==> config.mk <==
export PLATFORM = sky130hd
export DESIGN_NAME = strided_multidim_address_walker_core_flat
export DESIGN_NICKNAME = d
export VERILOG_FILES = /design/src/sv/smaw_pkg.sv /design/src/sv/smaw_req_if.sv /design/src/sv/smaw_rsp_if.sv /design/src/sv/smaw_cell.sv /design/src/sv/strided_multidim_address_walker_core.sv /design/src/flat_wrapper.sv
export VERILOG_INCLUDE_DIRS = /design/src /design/src/sv
export SDC_FILE = /design/constraint.sdc
export NUM_CORES = 2
export LEC_CHECK = 0
export ABC_AREA = 1
export BUFFER_PORTS_ARGS = -buffer_cell sky130_fd_sc_hd__buf_2
export CORE_MARGIN = 1.5
export CORE_UTILIZATION = 55
export DETAILED_ROUTE_END_ITERATION = 12
export PLACE_DENSITY = 0.74
export SLEW_MARGIN = 20
export SYNTH_ARGS = -nofsm -noshare
export SYNTH_HDL_FRONTEND = slang
export SYNTH_SLANG_ARGS = --single-unit
==> constraint.sdc <==
create_clock -name clk -period 12.9 [get_ports clk]
set_clock_uncertainty 0.05 [all_clocks]
set_input_delay 0 -clock clk [delete_from_list [all_inputs] [get_ports clk]]
set_output_delay 0 -clock clk [all_outputs]
set_load 0.05 [all_outputs]
==> src/sv/strided_multidim_address_walker_core_assert.svh <==
// Assertion macros for the strided address walker.
`ifndef STRIDED_MULTIDIM_ADDRESS_WALKER_CORE_ASSERT_SVH
`define STRIDED_MULTIDIM_ADDRESS_WALKER_CORE_ASSERT_SVH

// Same-cycle implication, disabled during reset.
`define SMAW_ASSERT_IMP(label, clk, rst, ante, cons, msg) \
  label: assert property (@(posedge clk) disable iff (rst) (ante) |-> (cons)) \
    else $error(msg);

// Next-cycle implication, disabled during reset.
`define SMAW_ASSERT_NEXT(label, clk, rst, ante, cons, msg) \
  label: assert property (@(posedge clk) disable iff (rst) (ante) |=> (cons)) \
    else $error(msg);

`endif

==> src/sv/smaw_pkg.sv <==
// Package with constants, types and helpers of the strided address walker.
`timescale 1ns / 1ps
`default_nettype none
package smaw_pkg;

  localparam int MAX_DIMS_DEF   = 3;
  localparam int INDEX_BITS_DEF = 32;
  localparam int NUM_CFG_DIMS   = 3;
  localparam int SRC_BITS       = 32;
  localparam int DEST_BITS      = 36;
  localparam int SIZE_BITS      = 13;
  localparam int CNT_BITS       = 12;
  localparam int STRIDE_BITS    = 32;
  localparam int CFG_IDX_BITS   = 3;
  localparam int CFG_DATA_BITS  = 32;
  localparam int DIM_CNT_BITS   = 4;
  localparam int ACT_BITS       = 2;
  localparam int MAX_ELEMS      = 4096;

  typedef enum logic [CFG_IDX_BITS-1:0] {
    CFG_ACTIVE_DIMS = 3'd0,
    CFG_BASE_OFFSET = 3'd1,
    CFG_SIZE_DIM0   = 3'd2,
    CFG_SIZE_DIM1   = 3'd3,
    CFG_SIZE_DIM2   = 3'd4,
    CFG_STRIDE_DIM0 = 3'd5,
    CFG_STRIDE_DIM1 = 3'd6,
    CFG_STRIDE_DIM2 = 3'd7
  } cfg_idx_t;

  typedef struct packed {
    logic active;
    logic top;
    logic start;
    logic advance;
  } cell_ctl_t;

  typedef struct packed {
    logic at_end;
    logic terminal;
    logic carry_out;
  } cell_stat_t;

  // Size minus one, with zero taken as one and large sizes saturated.
  function automatic logic [CNT_BITS-1:0] eff_size_m1(input logic [SIZE_BITS-1:0] s);
    logic [CNT_BITS-1:0] r;
    if (s == '0) begin
      r = '0;
    end else if (s > SIZE_BITS'(MAX_ELEMS)) begin
      r = CNT_BITS'(MAX_ELEMS - 1);
    end else begin
      r = CNT_BITS'(s - 1'b1);
    end
    return r;
  endfunction

endpackage
`default_nettype wire

==> src/sv/smaw_req_if.sv <==
// Request channel interface of the strided address walker.
`timescale 1ns / 1ps
`default_nettype none
interface smaw_req_if;
  logic valid;
  logic ready;
  logic kind;
  logic restart;

  modport source (output valid, output kind, output restart, input ready);
  modport sink (input valid, input kind, input restart, output ready);
endinterface
`default_nettype wire

==> src/sv/smaw_rsp_if.sv <==
// Result channel interface of the strided address walker.
`timescale 1ns / 1ps
`default_nettype none
interface smaw_rsp_if;
  logic                           valid;
  logic                           ready;
  logic                           direction;
  logic [smaw_pkg::SRC_BITS-1:0]  source_index;
  logic [smaw_pkg::DEST_BITS-1:0] dest_index;
  logic                           last;

  modport source (output valid, output direction, output source_index,
                  output dest_index, output last, input ready);
  modport sink (input valid, input direction, input source_index,
                input dest_index, input last, output ready);
endinterface
`default_nettype wire

==> src/sv/smaw_cell.sv <==
// One dimension cell: counter, wrap detection and precomputed pointer step.
`timescale 1ns / 1ps
`default_nettype none
module smaw_cell #(
  parameter int INDEX_BITS = smaw_pkg::INDEX_BITS_DEF
) (
  input  logic                                 clk,
  input  smaw_pkg::cell_ctl_t                  ctl,
  input  logic [smaw_pkg::CNT_BITS-1:0]        size_m1,
  input  logic signed [smaw_pkg::STRIDE_BITS-1:0] stride,
  input  logic                                 carry_in,
  input  logic [INDEX_BITS-1:0]                prefix_in,
  output logic [INDEX_BITS-1:0]                prefix_out,
  output logic [INDEX_BITS-1:0]                delta,
  output smaw_pkg::cell_stat_t                 stat
);
  import smaw_pkg::*;

  localparam int PROD_BITS = STRIDE_BITS + CNT_BITS + 1;

  logic [CNT_BITS-1:0]         cnt;
  logic [CNT_BITS-1:0]         cnt_eff;
  logic signed [PROD_BITS-1:0] prod;
  logic [INDEX_BITS-1:0]       rewind;
  logic [INDEX_BITS-1:0]       cum;
  logic                        at_max;
  logic                        terminal;
  logic                        wrap;

  assign cnt_eff  = ctl.start ? '0 : cnt;
  assign at_max   = (cnt_eff == size_m1);
  assign terminal = carry_in & ctl.active & (~at_max | ctl.top);
  assign wrap     = carry_in & ctl.active & at_max & ~ctl.top;
  assign prod     = stride * signed'({1'b0, size_m1});
  assign delta    = terminal ? cum : '0;

  assign stat.at_end    = ~ctl.active | at_max;
  assign stat.terminal  = terminal;
  assign stat.carry_out = wrap;

  // The step taken when this cell is the first one that does not wrap is its
  // own stride less the rewinds of all cells below it.
  always_ff @(posedge clk) begin
    rewind     <= INDEX_BITS'(prod);
    prefix_out <= prefix_in + rewind;
    cum        <= INDEX_BITS'(stride) - prefix_in;
    if (ctl.advance) begin
      if (terminal) begin
        cnt <= cnt_eff + CNT_BITS'(1);
      end else if (wrap) begin
        cnt <= '0;
      end else begin
        cnt <= cnt_eff;
      end
    end
  end

endmodule
`default_nettype wire

==> src/sv/strided_multidim_address_walker_core.sv <==
// A result is registered and appears in the cycle after its request transaction.
// Throughput: one transaction per cycle while results are taken; the carry
// through the chain of dimension cells resolves in the same cycle.
// After reset and after every configuration write, req.ready stays low while
// the cells recompute their pointer steps.
// Reset restores the default registers and returns the walk to its start.
`timescale 1ns / 1ps
`default_nettype none
module strided_multidim_address_walker_core #(
  parameter int MAX_DIMS   = smaw_pkg::MAX_DIMS_DEF,
  parameter int INDEX_BITS = smaw_pkg::INDEX_BITS_DEF
) (
  input  logic                               clk,
  input  logic                               rst,
  smaw_req_if.sink                           req,
  smaw_rsp_if.source                         rsp,
  input  logic                               cfg_we,
  input  logic [smaw_pkg::CFG_IDX_BITS-1:0]  cfg_idx,
  input  logic [smaw_pkg::CFG_DATA_BITS-1:0] cfg_data
);
  import smaw_pkg::*;

  `include "strided_multidim_address_walker_core_assert.svh"

  localparam int SETTLE      = MAX_DIMS + 3;
  localparam int SETTLE_BITS = $clog2(SETTLE + 1);

  logic [ACT_BITS-1:0]           active_dims;
  logic [SRC_BITS-1:0]           base_offset;
  logic [SIZE_BITS-1:0]          size_reg [NUM_CFG_DIMS];
  logic signed [STRIDE_BITS-1:0] stride_reg [NUM_CFG_DIMS];

  logic [SETTLE_BITS-1:0] settle;
  logic                   fresh;
  logic [INDEX_BITS-1:0]  ptr;
  logic [DEST_BITS-1:0]   dest;

  logic                   start;
  logic                   req_fire;
  logic                   last_now;
  logic                   advance;
  logic [DIM_CNT_BITS-1:0] n_dims;
  logic [INDEX_BITS-1:0]  ptr_eff;
  logic [DEST_BITS-1:0]   dest_eff;
  logic [INDEX_BITS-1:0]  delta_sum;

  cell_ctl_t             ctl [MAX_DIMS];
  cell_stat_t            stat [MAX_DIMS];
  logic [MAX_DIMS-1:0]   carry;
  logic [MAX_DIMS-1:0]   at_end;
  logic [MAX_DIMS-1:0]   terminal;
  logic [INDEX_BITS-1:0] prefix [MAX_DIMS];
  logic [INDEX_BITS-1:0] delta [MAX_DIMS];

  assign n_dims   = (DIM_CNT_BITS'(active_dims) > DIM_CNT_BITS'(MAX_DIMS)) ?
                    DIM_CNT_BITS'(MAX_DIMS) : DIM_CNT_BITS'(active_dims);
  assign start    = fresh | req.restart;
  assign ptr_eff  = start ? INDEX_BITS'(base_offset) : ptr;
  assign dest_eff = start ? '0 : dest;
  assign req.ready = (settle == '0) && (!rsp.valid || rsp.ready);
  assign req_fire = req.valid && req.ready;
  assign last_now = &at_end;
  assign advance  = req_fire && !last_now;
  assign carry[0] = 1'b1;
  assign prefix[0] = '0;

  for (genvar j = 0; j < MAX_DIMS; j++) begin : g_cell
    logic [CNT_BITS-1:0]           sm1;
    logic signed [STRIDE_BITS-1:0] st;

    if (j < NUM_CFG_DIMS) begin : g_cfg
      assign sm1 = eff_size_m1(size_reg[j]);
      assign st  = stride_reg[j];
    end else begin : g_fixed
      assign sm1 = '0;
      assign st  = '0;
    end

    if (j > 0) begin : g_carry
      assign carry[j] = stat[j-1].carry_out;
    end

    assign ctl[j].active  = DIM_CNT_BITS'(j) < n_dims;
    assign ctl[j].top     = (DIM_CNT_BITS'(j) + DIM_CNT_BITS'(1)) == n_dims;
    assign ctl[j].start   = start;
    assign ctl[j].advance = advance;
    assign at_end[j]      = stat[j].at_end;
    assign terminal[j]    = stat[j].terminal;

    if (j == MAX_DIMS - 1) begin : g_tail
      smaw_cell #(.INDEX_BITS(INDEX_BITS)) u_cell (
        .clk        (clk),
        .ctl        (ctl[j]),
        .size_m1    (sm1),
        .stride     (st),
        .carry_in   (carry[j]),
        .prefix_in  (prefix[j]),
        .prefix_out (),
        .delta      (delta[j]),
        .stat       (stat[j])
      );
    end else begin : g_body
      smaw_cell #(.INDEX_BITS(INDEX_BITS)) u_cell (
        .clk        (clk),
        .ctl        (ctl[j]),
        .size_m1    (sm1),
        .stride     (st),
        .carry_in   (carry[j]),
        .prefix_in  (prefix[j]),
        .prefix_out (prefix[j+1]),
        .delta      (delta[j]),
        .stat       (stat[j])
      );
    end
  end

  always_comb begin
    delta_sum = '0;
    for (int j = 0; j < MAX_DIMS; j++) begin
      delta_sum = delta_sum | delta[j];
    end
  end

  always_ff @(posedge clk) begin
    if (rst) begin
      active_dims   <= ACT_BITS'(1);
      base_offset   <= '0;
      size_reg[0]   <= SIZE_BITS'(1);
      size_reg[1]   <= SIZE_BITS'(1);
      size_reg[2]   <= SIZE_BITS'(1);
      stride_reg[0] <= STRIDE_BITS'(1);
      stride_reg[1] <= '0;
      stride_reg[2] <= '0;
    end else if (cfg_we) begin
      unique case (cfg_idx)
        CFG_ACTIVE_DIMS: active_dims   <= cfg_data[ACT_BITS-1:0];
        CFG_BASE_OFFSET: base_offset   <= cfg_data[SRC_BITS-1:0];
        CFG_SIZE_DIM0:   size_reg[0]   <= cfg_data[SIZE_BITS-1:0];
        CFG_SIZE_DIM1:   size_reg[1]   <= cfg_data[SIZE_BITS-1:0];
        CFG_SIZE_DIM2:   size_reg[2]   <= cfg_data[SIZE_BITS-1:0];
        CFG_STRIDE_DIM0: stride_reg[0] <= cfg_data[STRIDE_BITS-1:0];
        CFG_STRIDE_DIM1: stride_reg[1] <= cfg_data[STRIDE_BITS-1:0];
        CFG_STRIDE_DIM2: stride_reg[2] <= cfg_data[STRIDE_BITS-1:0];
      endcase
    end
  end

  always_ff @(posedge clk) begin
    if (rst) begin
      settle    <= SETTLE_BITS'(SETTLE);
      fresh     <= 1'b1;
      rsp.valid <= 1'b0;
    end else begin
      if (cfg_we) begin
        settle <= SETTLE_BITS'(SETTLE);
      end else if (settle != '0) begin
        settle <= settle - SETTLE_BITS'(1);
      end
      if (cfg_we) begin
        fresh <= 1'b1;
      end else if (req_fire) begin
        fresh <= last_now;
      end
      if (req_fire) begin
        rsp.valid <= 1'b1;
      end else if (rsp.ready) begin
        rsp.valid <= 1'b0;
      end
    end
  end

  always_ff @(posedge clk) begin
    if (req_fire) begin
      rsp.direction    <= req.kind;
      rsp.source_index <= SRC_BITS'(ptr_eff);
      rsp.dest_index   <= dest_eff;
      rsp.last         <= last_now;
      ptr              <= ptr_eff + delta_sum;
      dest             <= dest_eff + DEST_BITS'(1);
    end
  end

  `SMAW_ASSERT_NEXT(a_cfg_blocks_req, clk, rst, cfg_we, !req.ready, "request accepted while settling")
  `SMAW_ASSERT_NEXT(a_restart_dest, clk, rst, req_fire && req.restart, rsp.dest_index == '0, "restart did not start at zero")
  `SMAW_ASSERT_NEXT(a_last_rewinds, clk, rst, req_fire && last_now, fresh, "walk not rewound after last")
  `SMAW_ASSERT_IMP(a_one_terminal, clk, rst, 1'b1, $onehot0(terminal), "more than one terminal cell")

endmodule
`default_nettype wire

==> src/flat_wrapper.sv <==
// flat-port wrapper written by rule: the top's interface ports become plain ports
module strided_multidim_address_walker_core_flat import smaw_pkg::*;
#(
  parameter int MAX_DIMS   = smaw_pkg::MAX_DIMS_DEF,
  parameter int INDEX_BITS = smaw_pkg::INDEX_BITS_DEF
)
  (clk, rst, cfg_we, cfg_idx, cfg_data, req_valid, req_kind, req_restart, req_ready, rsp_valid, rsp_direction, rsp_source_index, rsp_dest_index, rsp_last, rsp_ready);
  smaw_req_if req_i ();
  smaw_rsp_if rsp_i ();
  input  logic clk;
  input  logic rst;
  input  logic cfg_we;
  input  logic [smaw_pkg::CFG_IDX_BITS-1:0] cfg_idx;
  input  logic [smaw_pkg::CFG_DATA_BITS-1:0] cfg_data;
  input wire logic [$bits(req_i.valid)-1:0] req_valid;
  input wire logic [$bits(req_i.kind)-1:0] req_kind;
  input wire logic [$bits(req_i.restart)-1:0] req_restart;
  output wire logic [$bits(req_i.ready)-1:0] req_ready;
  output wire logic [$bits(rsp_i.valid)-1:0] rsp_valid;
  output wire logic [$bits(rsp_i.direction)-1:0] rsp_direction;
  output wire logic [$bits(rsp_i.source_index)-1:0] rsp_source_index;
  output wire logic [$bits(rsp_i.dest_index)-1:0] rsp_dest_index;
  output wire logic [$bits(rsp_i.last)-1:0] rsp_last;
  input wire logic [$bits(rsp_i.ready)-1:0] rsp_ready;
  assign req_i.valid = req_valid;
  assign req_i.kind = req_kind;
  assign req_i.restart = req_restart;
  assign req_ready = req_i.ready;
  assign rsp_valid = rsp_i.valid;
  assign rsp_direction = rsp_i.direction;
  assign rsp_source_index = rsp_i.source_index;
  assign rsp_dest_index = rsp_i.dest_index;
  assign rsp_last = rsp_i.last;
  assign rsp_i.ready = rsp_ready;
  strided_multidim_address_walker_core #(.MAX_DIMS(MAX_DIMS), .INDEX_BITS(INDEX_BITS)) u_core (.clk(clk), .rst(rst), .req(req_i), .rsp(rsp_i), .cfg_we(cfg_we), .cfg_idx(cfg_idx), .cfg_data(cfg_data));
endmodule
==> flow_metrics.env <==
export IMPL_status="completed"
export IMPL_criticalPathCategory="register to register"
export IMPL_slowest_delay_ns=0.76
export IMPL_die_h_um=292
export IMPL_cts_buffers=58
export IMPL_drt_pass1_iterations=6
export IMPL_yosysWarnings=0
export IMPL_grt_overflow=0
export IMPL_synthArstFlopShare_pct=0
export IMPL_cts_htree_levels=2
export IMPL_die_w_um=292
export IMPL_portBuffers=113
export IMPL_drv_slew=0
export IMPL_vias=36400
export IMPL_final_common_cell="nand2_1"
export IMPL_finalHoldViolCount=0
export IMPL_endpoint_kind="register"
export IMPL_placed_area_sq_um=47500
export IMPL_synth_seq_cells=572
export IMPL_crit_fanout=21
export IMPL_cp_data_arrival_time_ns=8.54
export IMPL_drt_total_wl_mm=130
export IMPL_yosysSeqAreaShare_pct=31.6
export IMPL_cts_resized=0
export IMPL_nNetsFinal=6333
export IMPL_syn_area_sq_um=46000
export IMPL_dp_cells=6499
export IMPL_rsz0062_at_grt="false"
export IMPL_via_per_inst=5.47
export IMPL_syn_num_nets=6230
export IMPL_root_buffer="clkbuf_16"
export IMPL_crit_required_ns=13.35
export IMPL_grt_pass1_vias=36100
export IMPL_dieArea_sq_um=85500
export IMPL_place_congestion=0.992
export IMPL_drt_iter0_markers=3172
export IMPL_max_freq_ghz=0.124
export IMPL_yosysTopAreaCell="fa_1"
export IMPL_area_delta_synth_final_pct=8.47
export IMPL_clkLatencyLatePin_ns=0.64
export IMPL_grt_pass1_wl_mm=203
export IMPL_rows=105
export IMPL_synth_top_area_share_pct=20.9
export IMPL_setup_viol=0
export IMPL_synth_edf_count=309
export IMPL_tns_ns=0
export IMPL_boundaryPins=114
export IMPL_drc=0
export IMPL_crit_top_cell="inv_1"
export IMPL_drtAntennaViolNets=0
export IMPL_finalCriticalPeriod_ns=8.08
export IMPL_clockBufferDepth=3
export IMPL_layout_common_cells="1197 x nand2_1, 1106 x inv_1, 509 x nor2_1"
export IMPL_clock_sinks=572
export IMPL_drive_above_1_share_pct=5.09
export IMPL_slowest_stage="a21boi_0"
export IMPL_largest_reg_flops=96
export IMPL_fin_util_pct=60.5
export IMPL_fin_cells=6656
export IMPL_grt_start_max_net_pins=84
export IMPL_tritoncts="yes"
export IMPL_rrSetupSlack_ns=4.82
export IMPL_fin_crit_sh_pct=62.7
export IMPL_antenna_found_initial=8
export IMPL_tightestPinTransition_ns=1.09
export IMPL_cp_start_kind="register"
export IMPL_avgSynthCellArea_sq_um=8.48
export IMPL_hold_path_class="input pin to register"
export IMPL_initial_utilization_pct=55.8
export IMPL_core_area_sq_um=82500
export IMPL_netlist_top_cells_area="fa_1 21%, edfxtp_1 20%, dfxtp_1 11%"
export IMPL_yosys_most_used_dff="edfxtp_1"
export IMPL_fin_area_sq_um=49900
export IMPL_wl_per_cell_um=19.5
export IMPL_hpwl_mm=103
export IMPL_synthCells=5431
export IMPL_yosysUniqueCellTypes=54
export IMPL_clk_pin_slew_ns=0.07
export IMPL_grt_util_all_layers_pct=30.8
export IMPL_maxSlewHeadroom_pct=27.1
export IMPL_maxCapViolations=0
[synth_stat cells (all sizes together), types with 3 or more instances]
library cell,number
o221ai,3
o211ai,7
a211oi,8
nand2,1211
fa,480
o21a,11
nor2,524
o21ai,177
nor3,58
or2,7
xor2,173
a21boi,15
edfxtp,309
clkinv,13
nand3b,8
clkbuf,73
a21oi,236
a221oi,7
dfxtp,263
o21bai,15
inv,1111
buf,60
nor4,23
ha,277
a21o,13
a31oi,15
nand3,210
xnor2,79
o2111ai,3
nand4,32
[worst paths after layout]
path,startpoint,endpoint,cells after the start
worst max-delay path,u_core.size_reg[0][13]$_DFFE_PP_,u_core.g_cell[1].g_body.u_cell.rewind[28]$_DFF_P_,28
worst min register to register,u_core.g_cell[0].g_body.u_cell.rewind[10]$_DFF_P_,u_core.g_cell[0].g_body.u_cell.prefix_out[10]$_DFF_P_,0
worst min-delay path,req_kind,u_core.rsp.direction$_DFFE_PP_,2
worst max register to register,u_core.size_reg[0][13]$_DFFE_PP_,u_core.g_cell[1].g_body.u_cell.rewind[28]$_DFF_P_,28
[worst max-delay path: cells and delay by family (launching register included)]
family                     cells  cell delay [ns]
AOI/OAI and AO/OA              7             1.83
xor gates and xnor gates       1             0.14
adders and majority gates      7             3.09
buffers and inverters          6             0.99
DFF                            1             0.36
and+or+nand+nor                7             1.48
[cell type report]
class,instances,area (sq um)
Antenna cell,3,7.51
Clock buffer,76,1610
Clock inverter,33,338
Fill cell,7219,32600
Inverter,1124,4230
Multi-Input combinational cell,3602,26700
Sequential cell,572,14500
Tap cell,1070,1340
Timing Repair Buffer,176,1170
[metrics by stage]
step | hold slack (ns) | worst slack, ns
after floorplan | 0.0191 | 6.71
final | 0.0284 | 4.82
after global placement | 0.128 | 5.11
after detailed placement | 0.133 | 4.98
after global routing | 0.0378 | 4.21
after CTS | 0.00696 | 4.93
[logic make-up after synthesis]
family | after synthesis | share of synthesized area, %
buffers and inverters | 1257 | 10.4
flip-flops | 572 | 31.6
AO/OA/AOI/OAI | 515 | 6.15
AND/OR/NAND/NOR | 2078 | 18.6
XOR/XNOR | 252 | 4.79
adder cells (fa/ha/maj) | 757 | 28.4
[per-layer routing]
| metal | up-vias | part of all wire (%) | global-route usage (%) |
|---|---|---|---|
| met5 | - | 0.013 | 0 |
| met3 | 327 | 8.4 | 5.72 |
| met4 | 2 | 5.1 | 14.0 |
| met2 | 1609 | 47 | 50.4 |
| met1 | 17500 | 40 | 40.0 |
| li1 | 17000 | - | - |
[timing repair]
| action | CTS | global route |
|---|---|---|
| endpoints found under the hold margin | 153 | 0 |
| hold buffers | 44 | 0 |
| endpoints found under the setup margin | 0 | 0 |
| setup buffers | 0 | 0 |
Power is left out: the tool's default activity adds up to more than one toggle a clock period on the data nets, which glitch-free logic cannot reach.
